[src/design/dca_pkg.sv]
// Package for the decimal complex accumulator.
// Holds the transaction structs, op codes and command kinds shared by the modules; every module imports it.
// No dependencies.
package dca_pkg;

    // Width and count of the packed BCD fields
    localparam int NIB_W        = 4;
    localparam int FIELD_DIGITS = 4;
    localparam int MAG_W        = NIB_W * FIELD_DIGITS;

    // Command queue between front and back
    localparam int Q_DEPTH = 2;
    localparam int Q_AW    = $clog2(Q_DEPTH);

    // Input op codes
    localparam logic [1:0] OP_LOAD = 2'd0;
    localparam logic [1:0] OP_ADD  = 2'd1;
    localparam logic [1:0] OP_SUB  = 2'd2;

    // Input transaction
    typedef struct packed {
        logic [1:0]       op;
        logic             real_neg;
        logic [MAG_W-1:0] real_mag;
        logic             imag_neg;
        logic [MAG_W-1:0] imag_mag;
    } t_in;

    // Result transaction
    typedef struct packed {
        logic             res_real_neg;
        logic [MAG_W-1:0] res_real_mag;
        logic             res_imag_neg;
        logic [MAG_W-1:0] res_imag_mag;
        logic             bad_digit;
    } t_out;

    // One signed-magnitude part
    typedef struct packed {
        logic             neg;
        logic [MAG_W-1:0] mag;
    } t_part;

    // Classified command kinds
    typedef enum logic [1:0] {
        CMD_LOAD,
        CMD_ADD,
        CMD_BAD,
        CMD_HOLD
    } t_kind;

    // Command passed through the queue
    typedef struct packed {
        t_kind kind;
        t_part re;
        t_part im;
    } t_cmd;

endpackage

[src/design/decimal_complex_accumulator_top.sv]
// Decimal complex accumulator. Each accepted transaction loads, adds to or
// subtracts from a complex accumulator held as sign plus packed BCD magnitude
// per part, and returns the updated accumulator as one result. One transaction
// is taken per clock while the queue is not full; the front classifies
// combinationally into a two-entry queue at the accepting edge, and the
// accumulator update loads the result register when the back pops the command.
// The input stalls only when the queue is full, which happens when the output
// is stalled. The sustained rate is set by the accumulator loop, closed through
// a ripple BCD add over the working digits. Magnitudes wrap modulo ten to the
// power of min(DIGITS, 4); a digit above nine in any nibble of a load, add or
// subtract flags bad_digit and leaves the accumulator as it was, as does op 3.
// Depends on dca_pkg, dca_front, dca_queue and dca_back.
module decimal_complex_accumulator_top #(
    parameter int DIGITS = 4
) (
    input  logic           i_clk,
    input  logic           i_rst_n,
    input  logic           i_in_valid,
    output logic           o_in_stall,
    input  dca_pkg::t_in   i_in_data,
    output logic           o_out_valid,
    input  logic           i_out_stall,
    output dca_pkg::t_out  o_out_data
);
    import dca_pkg::*;

    localparam int WORK_DIGITS = (DIGITS < FIELD_DIGITS) ? DIGITS : FIELD_DIGITS;

    t_cmd front_cmd;
    t_cmd queue_cmd;
    logic q_full;
    logic q_empty;
    logic q_pop;
    logic q_push;

    assign o_in_stall = q_full;
    assign q_push     = i_in_valid && !q_full;

    dca_front #(
        .WORK_DIGITS (WORK_DIGITS)
    ) u_front (
        .i_in  (i_in_data),
        .o_cmd (front_cmd)
    );

    dca_queue u_queue (
        .i_clk      (i_clk),
        .i_rst_n    (i_rst_n),
        .i_push     (q_push),
        .i_push_cmd (front_cmd),
        .o_full     (q_full),
        .i_pop      (q_pop),
        .o_pop_cmd  (queue_cmd),
        .o_empty    (q_empty)
    );

    dca_back #(
        .WORK_DIGITS (WORK_DIGITS)
    ) u_back (
        .i_clk       (i_clk),
        .i_rst_n     (i_rst_n),
        .i_cmd       (queue_cmd),
        .i_empty     (q_empty),
        .o_pop       (q_pop),
        .o_out_valid (o_out_valid),
        .i_out_stall (i_out_stall),
        .o_out_data  (o_out_data)
    );

endmodule

[src/design/dca_front.sv]
// Front end of the decimal complex accumulator: checks digits and classifies ops.
// Subtract is folded into add by flipping the operand sign.
// Depends on dca_pkg.
module dca_front #(
    parameter int WORK_DIGITS = 4
) (
    input  dca_pkg::t_in  i_in,
    output dca_pkg::t_cmd o_cmd
);
    import dca_pkg::*;

    logic             bad;
    logic [MAG_W-1:0] mask;

    // Any nibble above nine in either field is a bad digit
    always_comb begin
        bad = 1'b0;
        for (int k = 0; k < FIELD_DIGITS; k++) begin
            if (i_in.real_mag[NIB_W*k +: NIB_W] > 4'd9) bad = 1'b1;
            if (i_in.imag_mag[NIB_W*k +: NIB_W] > 4'd9) bad = 1'b1;
        end
    end

    // Keep only the working digits
    always_comb begin
        mask = '0;
        for (int k = 0; k < FIELD_DIGITS; k++) begin
            if (k < WORK_DIGITS) mask[NIB_W*k +: NIB_W] = '1;
        end
    end

    // Classify the transaction
    always_comb begin
        o_cmd.re.mag = i_in.real_mag & mask;
        o_cmd.im.mag = i_in.imag_mag & mask;
        o_cmd.re.neg = i_in.real_neg;
        o_cmd.im.neg = i_in.imag_neg;
        unique case (i_in.op)
            OP_LOAD: o_cmd.kind = bad ? CMD_BAD : CMD_LOAD;
            OP_ADD:  o_cmd.kind = bad ? CMD_BAD : CMD_ADD;
            OP_SUB: begin
                o_cmd.kind   = bad ? CMD_BAD : CMD_ADD;
                o_cmd.re.neg = ~i_in.real_neg;
                o_cmd.im.neg = ~i_in.imag_neg;
            end
            default: o_cmd.kind = CMD_HOLD;
        endcase
    end

endmodule

[src/design/dca_queue.sv]
// Short command queue between the front and back of the accumulator.
// Register-based FIFO of Q_DEPTH entries.
// Depends on dca_pkg.
module dca_queue (
    input  logic          i_clk,
    input  logic          i_rst_n,
    input  logic          i_push,
    input  dca_pkg::t_cmd i_push_cmd,
    output logic          o_full,
    input  logic          i_pop,
    output dca_pkg::t_cmd o_pop_cmd,
    output logic          o_empty
);
    import dca_pkg::*;

    t_cmd            r_mem [Q_DEPTH];
    logic [Q_AW-1:0] r_wr_ptr, n_wr_ptr;
    logic [Q_AW-1:0] r_rd_ptr, n_rd_ptr;
    logic [Q_AW:0]   r_count, n_count;

    assign o_full    = (r_count == Q_AW'(0) + (Q_AW+1)'(Q_DEPTH));
    assign o_empty   = (r_count == '0);
    assign o_pop_cmd = r_mem[r_rd_ptr];

    // Pointer and count update
    always_comb begin
        n_wr_ptr = r_wr_ptr;
        n_rd_ptr = r_rd_ptr;
        n_count  = r_count;
        if (i_push) begin
            n_wr_ptr = (r_wr_ptr == Q_AW'(Q_DEPTH - 1)) ? '0 : r_wr_ptr + 1'b1;
        end
        if (i_pop) begin
            n_rd_ptr = (r_rd_ptr == Q_AW'(Q_DEPTH - 1)) ? '0 : r_rd_ptr + 1'b1;
        end
        case ({i_push, i_pop})
            2'b10:   n_count = r_count + 1'b1;
            2'b01:   n_count = r_count - 1'b1;
            default: n_count = r_count;
        endcase
    end

    always_ff @(posedge i_clk) begin
        if (!i_rst_n) begin
            r_wr_ptr <= '0;
            r_rd_ptr <= '0;
            r_count  <= '0;
        end else begin
            r_wr_ptr <= n_wr_ptr;
            r_rd_ptr <= n_rd_ptr;
            r_count  <= n_count;
        end
    end

    // Storage
    always_ff @(posedge i_clk) begin
        if (i_push) r_mem[r_wr_ptr] <= i_push_cmd;
    end

endmodule

[src/design/dca_back.sv]
// Back end of the decimal complex accumulator: BCD sign-magnitude arithmetic,
// accumulator registers and the registered result stage.
// Depends on dca_pkg.
module dca_back #(
    parameter int WORK_DIGITS = 4
) (
    input  logic          i_clk,
    input  logic          i_rst_n,
    input  dca_pkg::t_cmd i_cmd,
    input  logic          i_empty,
    output logic          o_pop,
    output logic          o_out_valid,
    input  logic          i_out_stall,
    output dca_pkg::t_out o_out_data
);
    import dca_pkg::*;

    t_part r_acc_re, n_acc_re;
    t_part r_acc_im, n_acc_im;
    logic  r_out_valid;
    t_out  r_out_data;

    // BCD add over the working digits; returns {carry, sum}
    function automatic logic [MAG_W:0] bcd_add(logic [MAG_W-1:0] x, logic [MAG_W-1:0] y,
                                               logic cin);
        logic             c;
        logic [4:0]       d;
        logic [MAG_W-1:0] s;
        c = cin;
        s = '0;
        for (int k = 0; k < FIELD_DIGITS; k++) begin
            if (k < WORK_DIGITS) begin
                d = {1'b0, x[NIB_W*k +: NIB_W]} + {1'b0, y[NIB_W*k +: NIB_W]} + {4'b0, c};
                if (d > 5'd9) begin
                    d = d + 5'd6;
                    c = 1'b1;
                end else begin
                    c = 1'b0;
                end
                s[NIB_W*k +: NIB_W] = d[3:0];
            end
        end
        return {c, s};
    endfunction

    // Nines' complement of the working digits
    function automatic logic [MAG_W-1:0] nines(logic [MAG_W-1:0] x);
        logic [MAG_W-1:0] r;
        r = '0;
        for (int k = 0; k < FIELD_DIGITS; k++) begin
            if (k < WORK_DIGITS) r[NIB_W*k +: NIB_W] = 4'd9 - x[NIB_W*k +: NIB_W];
        end
        return r;
    endfunction

    // Signed-magnitude add; sum wraps modulo ten to the working digits
    function automatic t_part part_add(t_part a, t_part b);
        logic [MAG_W:0]   sum;
        logic [MAG_W:0]   d_ab;
        logic [MAG_W:0]   d_ba;
        logic [MAG_W-1:0] m;
        logic             n;
        t_part            r;
        sum  = bcd_add(a.mag, b.mag, 1'b0);
        d_ab = bcd_add(a.mag, nines(b.mag), 1'b1);
        d_ba = bcd_add(b.mag, nines(a.mag), 1'b1);
        if (a.neg == b.neg) begin
            m = sum[MAG_W-1:0];
            n = a.neg;
        end else if (d_ab[MAG_W]) begin
            // no borrow: |a| >= |b|
            m = d_ab[MAG_W-1:0];
            n = a.neg;
        end else begin
            m = d_ba[MAG_W-1:0];
            n = b.neg;
        end
        r.mag = m;
        r.neg = n && (m != '0);
        return r;
    endfunction

    // Take a command whenever the result stage is free or draining
    assign o_pop = !i_empty && (!r_out_valid || !i_out_stall);

    // Accumulator update
    always_comb begin
        n_acc_re = r_acc_re;
        n_acc_im = r_acc_im;
        unique case (i_cmd.kind)
            CMD_LOAD: begin
                n_acc_re.mag = i_cmd.re.mag;
                n_acc_re.neg = i_cmd.re.neg && (i_cmd.re.mag != '0);
                n_acc_im.mag = i_cmd.im.mag;
                n_acc_im.neg = i_cmd.im.neg && (i_cmd.im.mag != '0);
            end
            CMD_ADD: begin
                n_acc_re = part_add(r_acc_re, i_cmd.re);
                n_acc_im = part_add(r_acc_im, i_cmd.im);
            end
            default: begin
                n_acc_re = r_acc_re;
                n_acc_im = r_acc_im;
            end
        endcase
    end

    always_ff @(posedge i_clk) begin
        if (!i_rst_n) begin
            r_acc_re    <= '0;
            r_acc_im    <= '0;
            r_out_valid <= 1'b0;
        end else begin
            if (o_pop) begin
                r_acc_re    <= n_acc_re;
                r_acc_im    <= n_acc_im;
                r_out_valid <= 1'b1;
            end else if (!i_out_stall) begin
                r_out_valid <= 1'b0;
            end
        end
    end

    // Result register
    always_ff @(posedge i_clk) begin
        if (o_pop) begin
            r_out_data.res_real_neg <= n_acc_re.neg;
            r_out_data.res_real_mag <= n_acc_re.mag;
            r_out_data.res_imag_neg <= n_acc_im.neg;
            r_out_data.res_imag_mag <= n_acc_im.mag;
            r_out_data.bad_digit    <= (i_cmd.kind == CMD_BAD);
        end
    end

    assign o_out_valid = r_out_valid;
    assign o_out_data  = r_out_data;

endmodule
[config.mk]
export PLATFORM = sky130hd
export DESIGN_NAME = decimal_complex_accumulator_top
export DESIGN_NICKNAME = d
export VERILOG_FILES = /design/src/design/dca_pkg.sv /design/src/design/decimal_complex_accumulator_top.sv /design/src/design/dca_front.sv /design/src/design/dca_queue.sv /design/src/design/dca_back.sv
export SDC_FILE = /design/constraint.sdc
export NUM_CORES = 1
export LEC_CHECK = 0
export ABC_AREA = 1
export BUFFER_PORTS_ARGS = -buffer_cell sky130_fd_sc_hd__buf_4
export CAP_MARGIN = 30
export CELL_PAD_IN_SITES_DETAIL_PLACEMENT = 0
export CELL_PAD_IN_SITES_GLOBAL_PLACEMENT = 1
export CORE_MARGIN = 3
export CORE_UTILIZATION = 30
export DETAILED_ROUTE_END_ITERATION = 16
export PLACE_DENSITY_LB_ADDON = 0.1
export SETUP_SLACK_MARGIN = 0.3
export SYNTH_ARGS = -nofsm -noshare
export SYNTH_HDL_FRONTEND = slang
export SYNTH_SLANG_ARGS = --single-unit
[constraint.sdc]
create_clock -name i_clk -period 13 [get_ports i_clk]
set_clock_uncertainty 0.1 [all_clocks]
set_input_delay 0 -clock i_clk [delete_from_list [all_inputs] [get_ports i_clk]]
set_output_delay 0 -clock i_clk [all_outputs]
set_load 0.1 [all_outputs]
==> reports/qor.yml <==
vias: 10970
dpl.cell_count: 2215
path_class: "flip-flop to flip-flop"
syn_inst: 1628
ys_types: 49
ioPinCount: 77
cpMostUsedCell: "nand2_1"
viasPerCell: 4.802
layout-drive-gt1-share_pct: 11.01
critical_path_required_ns: 13.09
slew-limit-headroom_pct: 31.66
wl_per_cell_microns: 17.71
start_kind: "flip-flop"
core_sq_um: 41290
root_buffer: "clkbuf_16"
slowest_delay_ns: 0.53
setup_viol: 0
drtAntennaViolNets: 0
port_buffers: 76
diodes: 0
synth_enable_flop_cells: 107
status: "completed"
chipHeight_microns: 211.4
netlist_area_sq_um: 12650
cts_buffer_depth: 2
final_cell_mix: "nand2_1 (398), inv_1 (275), nand3_1 (173)"
synthesis.nets: 1832
final_common_cell: "nand2_1"
syn_area_per_cell_sq_um: 7.773
post-route-period-util_pct: 81.34
grt_pass1_vias: 10660
ys.flop_type: "edfxtp_1"
rows: 74
dr.pass1.iters: 5
cts_max_level: 4
slew_viol_final: 0
drv_cap: 0
yosys_warnings: 0
stdcell_count: 2285
place_congestion: 0.8356
arrival_ns: 10.67
grt_overflow: 0
max_freq_ghz: 0.09457
start_util_pct: 30.64
first_iter_violations: 743
period_minus_slack_ns: 10.57
worstSkewPairLatency_ns: 0.45
multi_input_area_sq_um: 7403
final_hold_viol_count: 0
die_w_microns: 211.4
rsz0062_at_grt: "no"
die_area_sq_um: 44680
antenna_found_initial: 0
cts_hold_buf: 38
dpl.hpwl_microns: 31190
grt_use_total_pct: 18.39
ys_ff_latch: 147
grt_max_degree: 68
drt-total-wl_microns: 40470
finalNetCount: 1944
hold_path_class: "input pin to flip-flop"
cts_buffers: 17
clock_sinks: 147
drc: 0
grt_pass1_wl_microns: 62600
cp_max_fo: 38
setup_tns_ns: 0
ys_seq_area_share_pct: 31.72
cts_resized: 0
cts_tree: "built"
seq_area_sq_um: 4014
n_fill_cell: 4389
area_growth_pct: 17.52
cp-end-kind: "flip-flop"
async_reset_ff_share_pct: 0
clk_pin_slew_ns: 0.07
crit_slowest_cell: "fa_1"
post_cts.repair.setup_buffers: 0
worst-slew-pin-transition_ns: 1.014
==> worst paths after layout <==
path | startpoint | endpoint | slack, ns | depth (start not counted)
worst max-delay path | flip-flop | u_back.o_out_data[17] | 2.43 | 48
worst min-delay path | i_in_valid | u_queue.r_wr_ptr | 0.08 | 3
worst max register to register | flip-flop | u_back.o_out_data[17] | 2.43 | 48
worst min register to register | u_queue.r_rd_ptr | flip-flop | 0.35 | 1
==> cells in the mapped netlist, types with 5 or more instances <==
cell type / n / area, sq um
a21oi_1: 99 / 495.5
buf_2: 6 / 30.03
clkbuf_1: 19 / 71.32
dfxtp_1: 40 / 800.8
edfxtp_1: 107 / 3213
fa_1: 42 / 840.8
ha_1: 122 / 1526
inv_1: 276 / 1036
inv_2: 7 / 26.28
nand2_1: 398 / 1494
nand2_2: 13 / 81.33
nand3_1: 173 / 865.8
nand3b_1: 12 / 90.09
nand4_1: 7 / 43.79
nor2_1: 49 / 183.9
nor4_1: 8 / 50.05
o211ai_1: 9 / 67.56
o21ai_0: 82 / 410.4
o221ai_1: 26 / 227.7
or2_1: 5 / 31.28
or2_2: 26 / 162.7
xnor2_1: 14 / 122.6
xor2_1: 29 / 254.0
==> per-stage QoR <==
stage	cell area (sq um)	utilization, %	hold slack, ns	setup slack, ns
finish	14870	36.01	0.07727	2.426
global route	14870	36.01	0.09945	1.612
CTS	14870	36.01	0.03913	2.341
detailed placement	13850	33.55	0.08803	2.380
global placement	13790	33.40	0.08745	2.427
floorplan	12650	-	-0.001131	4.708
==> kinds of logic after synthesis <==
group,synth area share (%)
adder cells (fa/ha/maj),18.71
XOR/XNOR,2.976
AND/OR/NAND/NOR,24.79
AO/OA/AOI/OAI,11.83
flip-flops,31.72
buffers and inverters,9.986
==> layer usage <==
layer  up-vias  GRT usage, %  wire length [microns]
met5         -             0                      0
met4         0         3.580                    412
met3        27         2.549                   1755
met2       235         28.16                  17530
met1      5121         27.75                  20770
li1       5589             -                      -
==> worst max-delay path, delay by kind of cell, from the launching register on <==
kind	cells	cell delay, ns
compound gates	6	1.36
xor+xnor	1	0.40
fa+ha+maj	10	3.66
buf+inv	9	1.62
flops	1	0.32
simple gates	22	2.82
==> registers in the layout (all words and copies together) (netlist names), named ones only <==
signal / flops
u_back.o_out_data: 35
u_queue.r_mem: 72
u_back.r_acc_re: 17
u_queue.r_rd_ptr: 1
u_queue.r_count: 2
u_queue.r_wr_ptr: 1
u_back.r_acc_im: 17
u_back.o_out_valid: 1
==> cell type report <==
| class | count | share of cell area [%] |
|---|---|---|
| sequential | 147 | 26.99 |
| inverter | 285 | 7.210 |
| clock inverter | 15 | 1.430 |
| clock buffer | 17 | 2.861 |
| multi-input combinational | 1162 | 49.78 |
| timing repair buffer | 127 | 7.252 |
| tap | 532 | 4.476 |
Power is left out: the tool's default activity adds up to more than one toggle a clock period on the data nets, which glitch-free logic cannot reach.
